==> config.mk <==
export PLATFORM = sky130hd
export DESIGN_NAME = compacting_unique_handle_list_core
export DESIGN_NICKNAME = d
export VERILOG_FILES = /design/src/hdl/cul_pkg.sv /design/src/hdl/cul_cell.sv /design/src/hdl/compacting_unique_handle_list_core.sv
export SDC_FILE = /design/constraint.sdc
export NUM_CORES = 1
export LEC_CHECK = 0
export BUFFER_PORTS_ARGS = -buffer_cell sky130_fd_sc_hd__buf_2
export CAP_MARGIN = 20
export CORE_UTILIZATION = 45
export DETAILED_ROUTE_END_ITERATION = 7
export PLACE_DENSITY = 0.73
export SYNTH_ARGS = -nofsm -noshare
export SYNTH_HDL_FRONTEND = slang
export SYNTH_SLANG_ARGS = --single-unit
==> constraint.sdc <==
create_clock -name clock -period 12.7 [get_ports clock]
set_input_delay 0.635 -clock clock [delete_from_list [all_inputs] [get_ports clock]]
set_output_delay 0.635 -clock clock [all_outputs]
set_load 0.005 [all_outputs]
==> src/hdl/cul_pkg.sv <==
// ----------------------------------------------------------------------------
// cul_pkg: shared definitions for the compacting unique handle list
// Sizes, operation and status codes, and the control word that the top
// level broadcasts to every cell of the list.
// ----------------------------------------------------------------------------
`default_nettype none

package cul_pkg;

   // List sizing
   localparam int CAPACITY    = 16;
   localparam int HANDLE_BITS = 16;
   localparam int IDX_BITS    = (CAPACITY > 1) ? $clog2(CAPACITY) : 1;
   localparam int CNT_BITS    = $clog2(CAPACITY + 1);
   // Width used to compare an 8-bit position against the entry count
   localparam int CMP_BITS    = (CNT_BITS > 8) ? CNT_BITS : 8;

   // Port field widths
   localparam int OP_W     = 3;
   localparam int HANDLE_W = 16;
   localparam int POS_W    = 8;
   localparam int STATUS_W = 3;
   localparam int COUNT_W  = 5;

   typedef logic [HANDLE_BITS-1:0] handle_type;
   typedef logic [IDX_BITS-1:0]    idx_type;
   typedef logic [CNT_BITS-1:0]    cnt_type;

   typedef enum logic [OP_W-1:0] {
      OP_INSERT     = 3'd0,
      OP_REMOVE_IDX = 3'd1,
      OP_REMOVE_HDL = 3'd2,
      OP_READ       = 3'd3,
      OP_CLEAR      = 3'd4
   } op_type;

   typedef enum logic [STATUS_W-1:0] {
      ST_DONE  = 3'd0,
      ST_DUP   = 3'd1,
      ST_FULL  = 3'd2,
      ST_MISS  = 3'd3,
      ST_EMPTY = 3'd4
   } status_type;

   // Control word broadcast to all cells
   typedef struct packed {
      logic       do_write;   // write handle into the cell at idx
      logic       do_shift;   // cells at and above the drop point take neighbor
      logic       by_handle;  // drop point is first match, not idx
      idx_type    idx;        // write, drop or read index
      handle_type handle;     // handle to compare or write
      cnt_type    occ;        // current entry count
   } cell_ctl_type;

endpackage

`default_nettype wire

==> src/hdl/cul_cell.sv <==
// ----------------------------------------------------------------------------
// cul_cell: one entry of the compacting handle list
// Holds one handle, compares it against the broadcast handle, passes
// match, drop and read chains to the next cell, and shifts in its upper
// neighbor's handle when it or an entry below it is dropped.
// ----------------------------------------------------------------------------
`default_nettype none

module cul_cell (
   input  wire                   clock,
   input  cul_pkg::idx_type      cell_index,
   input  cul_pkg::cell_ctl_type ctl,
   input  cul_pkg::handle_type   upper_entry,
   input  wire                   hit_prev,
   input  wire                   drop_prev,
   input  cul_pkg::handle_type   rd_prev,
   output cul_pkg::handle_type   entry,
   output logic                  hit_next,
   output logic                  drop_next,
   output cul_pkg::handle_type   rd_next
);
   import cul_pkg::*;

   handle_type entry_ff;
   handle_type entry_in;
   logic       occupied_here;
   logic       match;
   logic       idx_here;
   logic       drop_here;

   // Compare against the broadcast handle, only inside the occupied range
   always_comb begin
      occupied_here = CNT_BITS'(cell_index) < ctl.occ;
      match         = occupied_here && (entry_ff == ctl.handle);
      idx_here      = (cell_index == ctl.idx);
      drop_here     = ctl.by_handle ? (match && !hit_prev) : idx_here;
   end

   // Pass chains on to the next cell
   assign hit_next  = hit_prev | match;
   assign drop_next = drop_prev | drop_here;
   assign rd_next   = rd_prev | (idx_here ? entry_ff : '0);
   assign entry     = entry_ff;

   // Write, shift down or hold
   always_comb begin
      priority if (ctl.do_write && idx_here) begin
         entry_in = ctl.handle;
      end else if (ctl.do_shift && drop_next) begin
         entry_in = upper_entry;
      end else begin
         entry_in = entry_ff;
      end
   end

   always_ff @(posedge clock) begin
      entry_ff <= entry_in;
   end

endmodule

`default_nettype wire

==> src/hdl/compacting_unique_handle_list_core.sv <==
// ----------------------------------------------------------------------------
// compacting_unique_handle_list_core: bounded unique handle list
// A row of cells keeps handles, zero included, packed at the front. Supports
// insert, remove at index, remove by handle, clamped read and clear.
//
//   channel | ports                                  | direction
//   req     | valid, stall, operation, handle, pos.  | in
//   rsp     | valid, stall, status, read_handle, cnt | out
//
// One item is taken per cycle unless the response side stalls; its result
// appears in the output register on the next cycle. All cells compare, shift
// and read together over ripple chains; the count register closes the loop.
// Reset empties the list at once; no clearing pass is needed.
// A stalled result holds the output register and stalls the request side.
// ----------------------------------------------------------------------------
`default_nettype none

module compacting_unique_handle_list_core (
   input  wire                          clock,
   input  wire                          reset,
   input  wire                          req_valid,
   output logic                         req_stall,
   input  wire  [cul_pkg::OP_W-1:0]     req_operation,
   input  wire  [cul_pkg::HANDLE_W-1:0] req_handle,
   input  wire  signed [cul_pkg::POS_W-1:0] req_position,
   output logic                         rsp_valid,
   input  wire                          rsp_stall,
   output logic [cul_pkg::STATUS_W-1:0] rsp_status,
   output logic [cul_pkg::HANDLE_W-1:0] rsp_read_handle,
   output logic [cul_pkg::COUNT_W-1:0]  rsp_entry_count
);
   import cul_pkg::*;

   // Control and count state
   cnt_type                occ_ff, occ_in;
   logic                   rsp_valid_ff, rsp_valid_in;
   logic [STATUS_W-1:0]    status_ff, status_in;
   logic [HANDLE_W-1:0]    rd_ff, rd_in;
   logic [COUNT_W-1:0]     count_ff, count_in;

   logic                   accept;
   cell_ctl_type           ctl;
   handle_type             handle_w;
   logic                   pos_neg;
   logic [CMP_BITS-1:0]    pos_u;
   logic                   pos_in_range;
   idx_type                read_idx;
   logic                   full;
   logic                   dup;
   status_type             status;
   logic                   do_write;
   logic                   do_shift;

   // Chains along the row
   handle_type             ent_chain [0:CAPACITY];
   logic                   hit_chain [0:CAPACITY];
   logic                   drop_chain [0:CAPACITY];
   handle_type             rd_chain  [0:CAPACITY];

   assign req_stall = rsp_valid_ff & rsp_stall;
   assign accept    = req_valid & ~req_stall;

   // Decode position and count
   always_comb begin
      handle_w     = handle_type'(req_handle);
      pos_neg      = req_position[POS_W-1];
      pos_u        = CMP_BITS'(req_position[POS_W-2:0]);
      pos_in_range = !pos_neg && (pos_u < CMP_BITS'(occ_ff));
      full         = (occ_ff >= CNT_BITS'(CAPACITY));
      priority if (pos_neg) begin
         read_idx = '0;
      end else if (pos_in_range) begin
         read_idx = IDX_BITS'(pos_u);
      end else begin
         read_idx = IDX_BITS'(occ_ff - CNT_BITS'(1));
      end
   end

   // Drive the chain ends
   assign hit_chain[0]         = 1'b0;
   assign drop_chain[0]        = 1'b0;
   assign rd_chain[0]          = '0;
   assign ent_chain[CAPACITY]  = ent_chain[CAPACITY-1];
   assign dup                  = hit_chain[CAPACITY];

   // Operation decode: status, writes, shifts and next count
   always_comb begin
      status   = ST_DONE;
      do_write = 1'b0;
      do_shift = 1'b0;
      occ_in   = occ_ff;
      rd_in    = '0;
      ctl.by_handle = 1'b0;
      ctl.idx       = read_idx;
      unique case (op_type'(req_operation))
         OP_INSERT: begin
            ctl.idx = IDX_BITS'(occ_ff);
            priority if (full) begin
               status = ST_FULL;
            end else if (dup) begin
               status = ST_DUP;
            end else begin
               do_write = 1'b1;
               occ_in   = occ_ff + CNT_BITS'(1);
            end
         end
         OP_REMOVE_IDX: begin
            ctl.idx = IDX_BITS'(pos_u);
            if (pos_in_range) begin
               do_shift = 1'b1;
               occ_in   = occ_ff - CNT_BITS'(1);
            end else begin
               status = ST_MISS;
            end
         end
         OP_REMOVE_HDL: begin
            ctl.by_handle = 1'b1;
            if (dup) begin
               do_shift = 1'b1;
               occ_in   = occ_ff - CNT_BITS'(1);
            end else begin
               status = ST_MISS;
            end
         end
         OP_READ: begin
            if (occ_ff == '0) begin
               status = ST_EMPTY;
            end else begin
               rd_in = HANDLE_W'(rd_chain[CAPACITY]);
            end
         end
         OP_CLEAR: begin
            occ_in = '0;
         end
         default: begin
            status = ST_MISS;
         end
      endcase
      ctl.do_write = accept & do_write;
      ctl.do_shift = accept & do_shift;
      ctl.handle   = handle_w;
      ctl.occ      = occ_ff;
   end

   // Row of cells
   for (genvar k = 0; k < CAPACITY; k++) begin : g_cell
      cul_cell u_cell (
         .clock       (clock),
         .cell_index  (IDX_BITS'(k)),
         .ctl         (ctl),
         .upper_entry (ent_chain[k+1]),
         .hit_prev    (hit_chain[k]),
         .drop_prev   (drop_chain[k]),
         .rd_prev     (rd_chain[k]),
         .entry       (ent_chain[k]),
         .hit_next    (hit_chain[k+1]),
         .drop_next   (drop_chain[k+1]),
         .rd_next     (rd_chain[k+1])
      );
   end

   // Result register: load on accept, drop once taken
   always_comb begin
      status_in = status;
      count_in  = COUNT_W'(occ_in);
      if (accept) begin
         rsp_valid_in = 1'b1;
      end else if (!rsp_stall) begin
         rsp_valid_in = 1'b0;
      end else begin
         rsp_valid_in = rsp_valid_ff;
      end
   end

   always_ff @(posedge clock) begin
      if (reset) begin
         occ_ff       <= '0;
         rsp_valid_ff <= 1'b0;
      end else begin
         rsp_valid_ff <= rsp_valid_in;
         if (accept) begin
            occ_ff <= occ_in;
         end
      end
   end

   always_ff @(posedge clock) begin
      if (accept) begin
         status_ff <= status_in;
         rd_ff     <= rd_in;
         count_ff  <= count_in;
      end
   end

   assign rsp_valid       = rsp_valid_ff;
   assign rsp_status      = status_ff;
   assign rsp_read_handle = rd_ff;
   assign rsp_entry_count = count_ff;

   // Checks
   a_occ_bound: assert property (@(posedge clock) disable iff (reset)
      occ_ff <= CNT_BITS'(CAPACITY))
      else $error("entry count above capacity");

   a_accept_result: assert property (@(posedge clock) disable iff (reset)
      accept |=> rsp_valid)
      else $error("accepted item gave no result");

   a_full_count: assert property (@(posedge clock) disable iff (reset)
      (rsp_valid && rsp_status == ST_FULL) |-> rsp_entry_count == COUNT_W'(CAPACITY))
      else $error("full status with list not full");

   a_empty_read: assert property (@(posedge clock) disable iff (reset)
      (rsp_valid && rsp_status == ST_EMPTY)
         |-> (rsp_entry_count == '0 && rsp_read_handle == '0))
      else $error("empty status with entries present");

endmodule

`default_nettype wire
==> results.yml <==
timing:
  setup_ws_ns: 7.05
  fmax_mhz: 177
  fin_setup_tns_ns: 0
  rsz0062_at_grt: "false"
  final_max_slew_viol_count: 0
  fin_skew_ns: 0.0125
  hold_viol_final: 0
  worst_slew_pin_slew_ns: 1.20
  fin_crit_ns: 5.65
  period_share: 0.445
  slew_headroom: 0.182
  finalSetupViolations: 0
floorplan:
  ioPinCount: 57
  die_area_sq_mm: 0.0440
  core_region_area_sq_mm: 0.0422
  rows: 75
  die_h_microns: 210
  start_util: 0.460
  die_x_microns: 210
critical_path:
  cp_top_family: "compound AO/OA/AOI/OAI gates"
  critical_path_class: "flop to flop"
  critical_path.slowest_cell: "a21oi_2"
  required_ns: 12.87
  start_kind: "flop"
  worstPathMaxFanout: 17
  max_stage_delay_ns: 0.86
  end_kind: "flop"
  cp_cell_sequence: "clkinv_1 -> ha_1 -> a21o_1 -> a31oi_1 -> o21ai_2 -> a311oi_1 -> nand2_1 -> nor3_4 -> nand2_2 -> a21oi_2"
  crit_arrival_ns: 5.83
  crit_buf_inv: 1
pwr:
  combPwrFrac: 0.139
  p_sw_frac: 0.274
  power_density_mw_per_mm2: 115
  p_sw_mw: 0.667
  p_clk_frac: 0.431
  power.internal_mw: 1.76
  seq_power_share: 0.430
  peakVddDrop_mv: 0.120
  leakagePower_nw: 7.48
  fin_total_pwr_mw: 2.43
route:
  drcViolationCount: 0
  drt_iter0_drc: 2776
  ant_nets: 0
  viasPerCell: 7.08
  firstDrtPassIters: 6
  routedWlPerCell_microns: 36.8
  drt_wl_total_microns: 81400
  vias: 15700
synth:
  postSynthCellCount: 1643
  netlist.area_leader.share: 0.433
  synth_top_cell_by_area: "edfxtp_1"
  syn_nets: 1682
  ys_seq_elements: 286
  synth_area_leaders: "edfxtp_1, mux2_2, xor2_1, mux2_4, nor4_1"
  ys.flop_type: "edfxtp_1"
  syn_area_sq_mm: 0.0194
  yosysUniqueCellTypes: 85
  synth_edf_count: 280
  ys_async_sr_fraction: 0
  synth-seq-area-share: 0.439
  ys_warn_count: 0
  syn_avg_cell_area_sq_um: 11.8
clock_tree:
  cts_buffers: 34
  root_buffer: "clkbuf_16"
  post_cts_buffers: 0
  cts_tree: "built"
  clk_pin_slew_ns: 0.06
  clk-insertion-delay-late_ns: 0.56
  cts_max_level: 2
  numClockSinks: 286
  clock_path_buffers: 3
  cts-resized-gates: 0
  cts.hold.buffers_added: 0
place:
  port_buffers: 56
  post-place-ws_ns: 7.28
  dp_hpwl_microns: 59800
  routabilityCongestion: 1.08
cells_and_area:
  syn2layout_area_growth_pct: 8.77
  layout-drive-gt1-share: 0.268
  final_common_cell: "edfxtp_1"
  nNetsFinal: 1689
  layout_common_cells: "edfxtp_1, xor2_1, mux2_2, nor4_1, nand2_1"
job:
  cap_viol_max_count: 0
global_route:
  grt_pass1_vias: 14700
  grt_first_pass_wirelength_microns: 114000
  grt_max_degree: 35
  grt_overflow: 0
  grt_usage: 0.369
  antenna_found_initial: 3
status:
  status: "completed"
hold_path:
  min_path_type: "input pin to flop"
==> path summary, 6_finish.rpt <==
| path | from | to | slack [ns] | cells past startpoint |
|---|---|---|---|---|
| max | occ_ff[2] | g_cell[14].u_cell.entry[9] | 7.05 | 10 |
| max reg2reg | occ_ff[2] | g_cell[14].u_cell.entry[9] | 7.05 | 10 |
| min reg2reg | rsp_valid | rsp_valid | 0.59 | 3 |
| min | reset | occ_ff[4] | 0.31 | 2 |
==> cell usage after synthesis (all sizes together) (9+ instances only) <==
library cell and instances:
mux2i 19, xor2 208, or4 9, nand2 88
o21a 11, and4 11, nor4b 12, xnor2 52
a31oi 14, a211oi 9, nor3 31, a221oi 13
nand3 32, clkbuf 44, nor4 80, nor2 51
a21oi 36, buf 82, a222oi 9, inv 12
mux2 248, and2 14, o21ai 36, a22oi 51
nand4 19, a22o 18, edfxtp 280, and3 21
==> worst register-to-register path: stages, from the launching register on <==
cell	delay (ns)
dfxtp_1	0.73
clkinv_1	0.42
ha_1	0.39
a21o_1	0.15
a31oi_1	0.38
o21ai_2	0.19
a311oi_1	0.55
nand2_1	0.53
nor3_4	0.66
nand2_2	0.42
a21oi_2	0.86
==> state kept, by name, summed over array words and instances, names as in the netlist <==
name and flops:
rsp_valid 1, g_cell.u_cell.entry 256, rsp_entry_count 5, occ_ff 5, rsp_status 3, rsp_read_handle 16
==> final cells by class <==
class                      count  area (sq um)
multi-input combinational   1217         10100
clock buffer                  43           937
fill                        3717         21100
clock inverter                18           246
antenna                        1          2.50
inverter                      14          52.6
sequential                   286          8530
timing repair buffer          97           588
tap                          539           674
==> cell families after synthesis <==
logic type / synth area share
adder cells (fa/ha/maj): 0.00515
XOR/XNOR: 0.117
AO/OA/AOI/OAI: 0.105
AND/OR/NAND/NOR: 0.123
multiplexers: 0.167
buffers and inverters: 0.0436
flip-flops: 0.439
==> per-stage QoR <==
| step | instances | util | hold slack (ns) | area, sq um |
|---|---|---|---|---|
| 2_1_floorplan | 1643 | - | 0.585 | 19400 |
| 3_3_place_gp | 2153 | 0.472 | 0.548 | 19900 |
| 3_5_place_dp | 2153 | 0.472 | 0.567 | 19900 |
| 4_1_cts | 2214 | 0.500 | 0.294 | 21100 |
| 5_1_grt | 2214 | 0.500 | 0.303 | 21100 |
| 6_report | 2215 | 0.500 | 0.308 | 21100 |
==> layer usage <==
| layer | routed length (microns) | track usage |
|---|---|---|
| met1 | 31700 | 0.497 |
| met5 | 16 | 0 |
| met4 | 4460 | 0.176 |
| met3 | 9930 | 0.0899 |
| met2 | 35300 | 0.556 |
==> power groups by stage <==
| stage | sequential [mW] | combinational (mW) | clock (mW) |
|---|---|---|---|
| floorplan | 1.06 | 0.213 | 0 |
| global route | 1.05 | 0.346 | 1.09 |
| CTS | 1.04 | 0.322 | 1.05 |
| finish | 1.05 | 0.338 | 1.05 |
| detailed placement | 1.06 | 0.320 | 0 |
| global placement | 1.06 | 0.320 | 0 |
(Power assumes the default switching activity.)
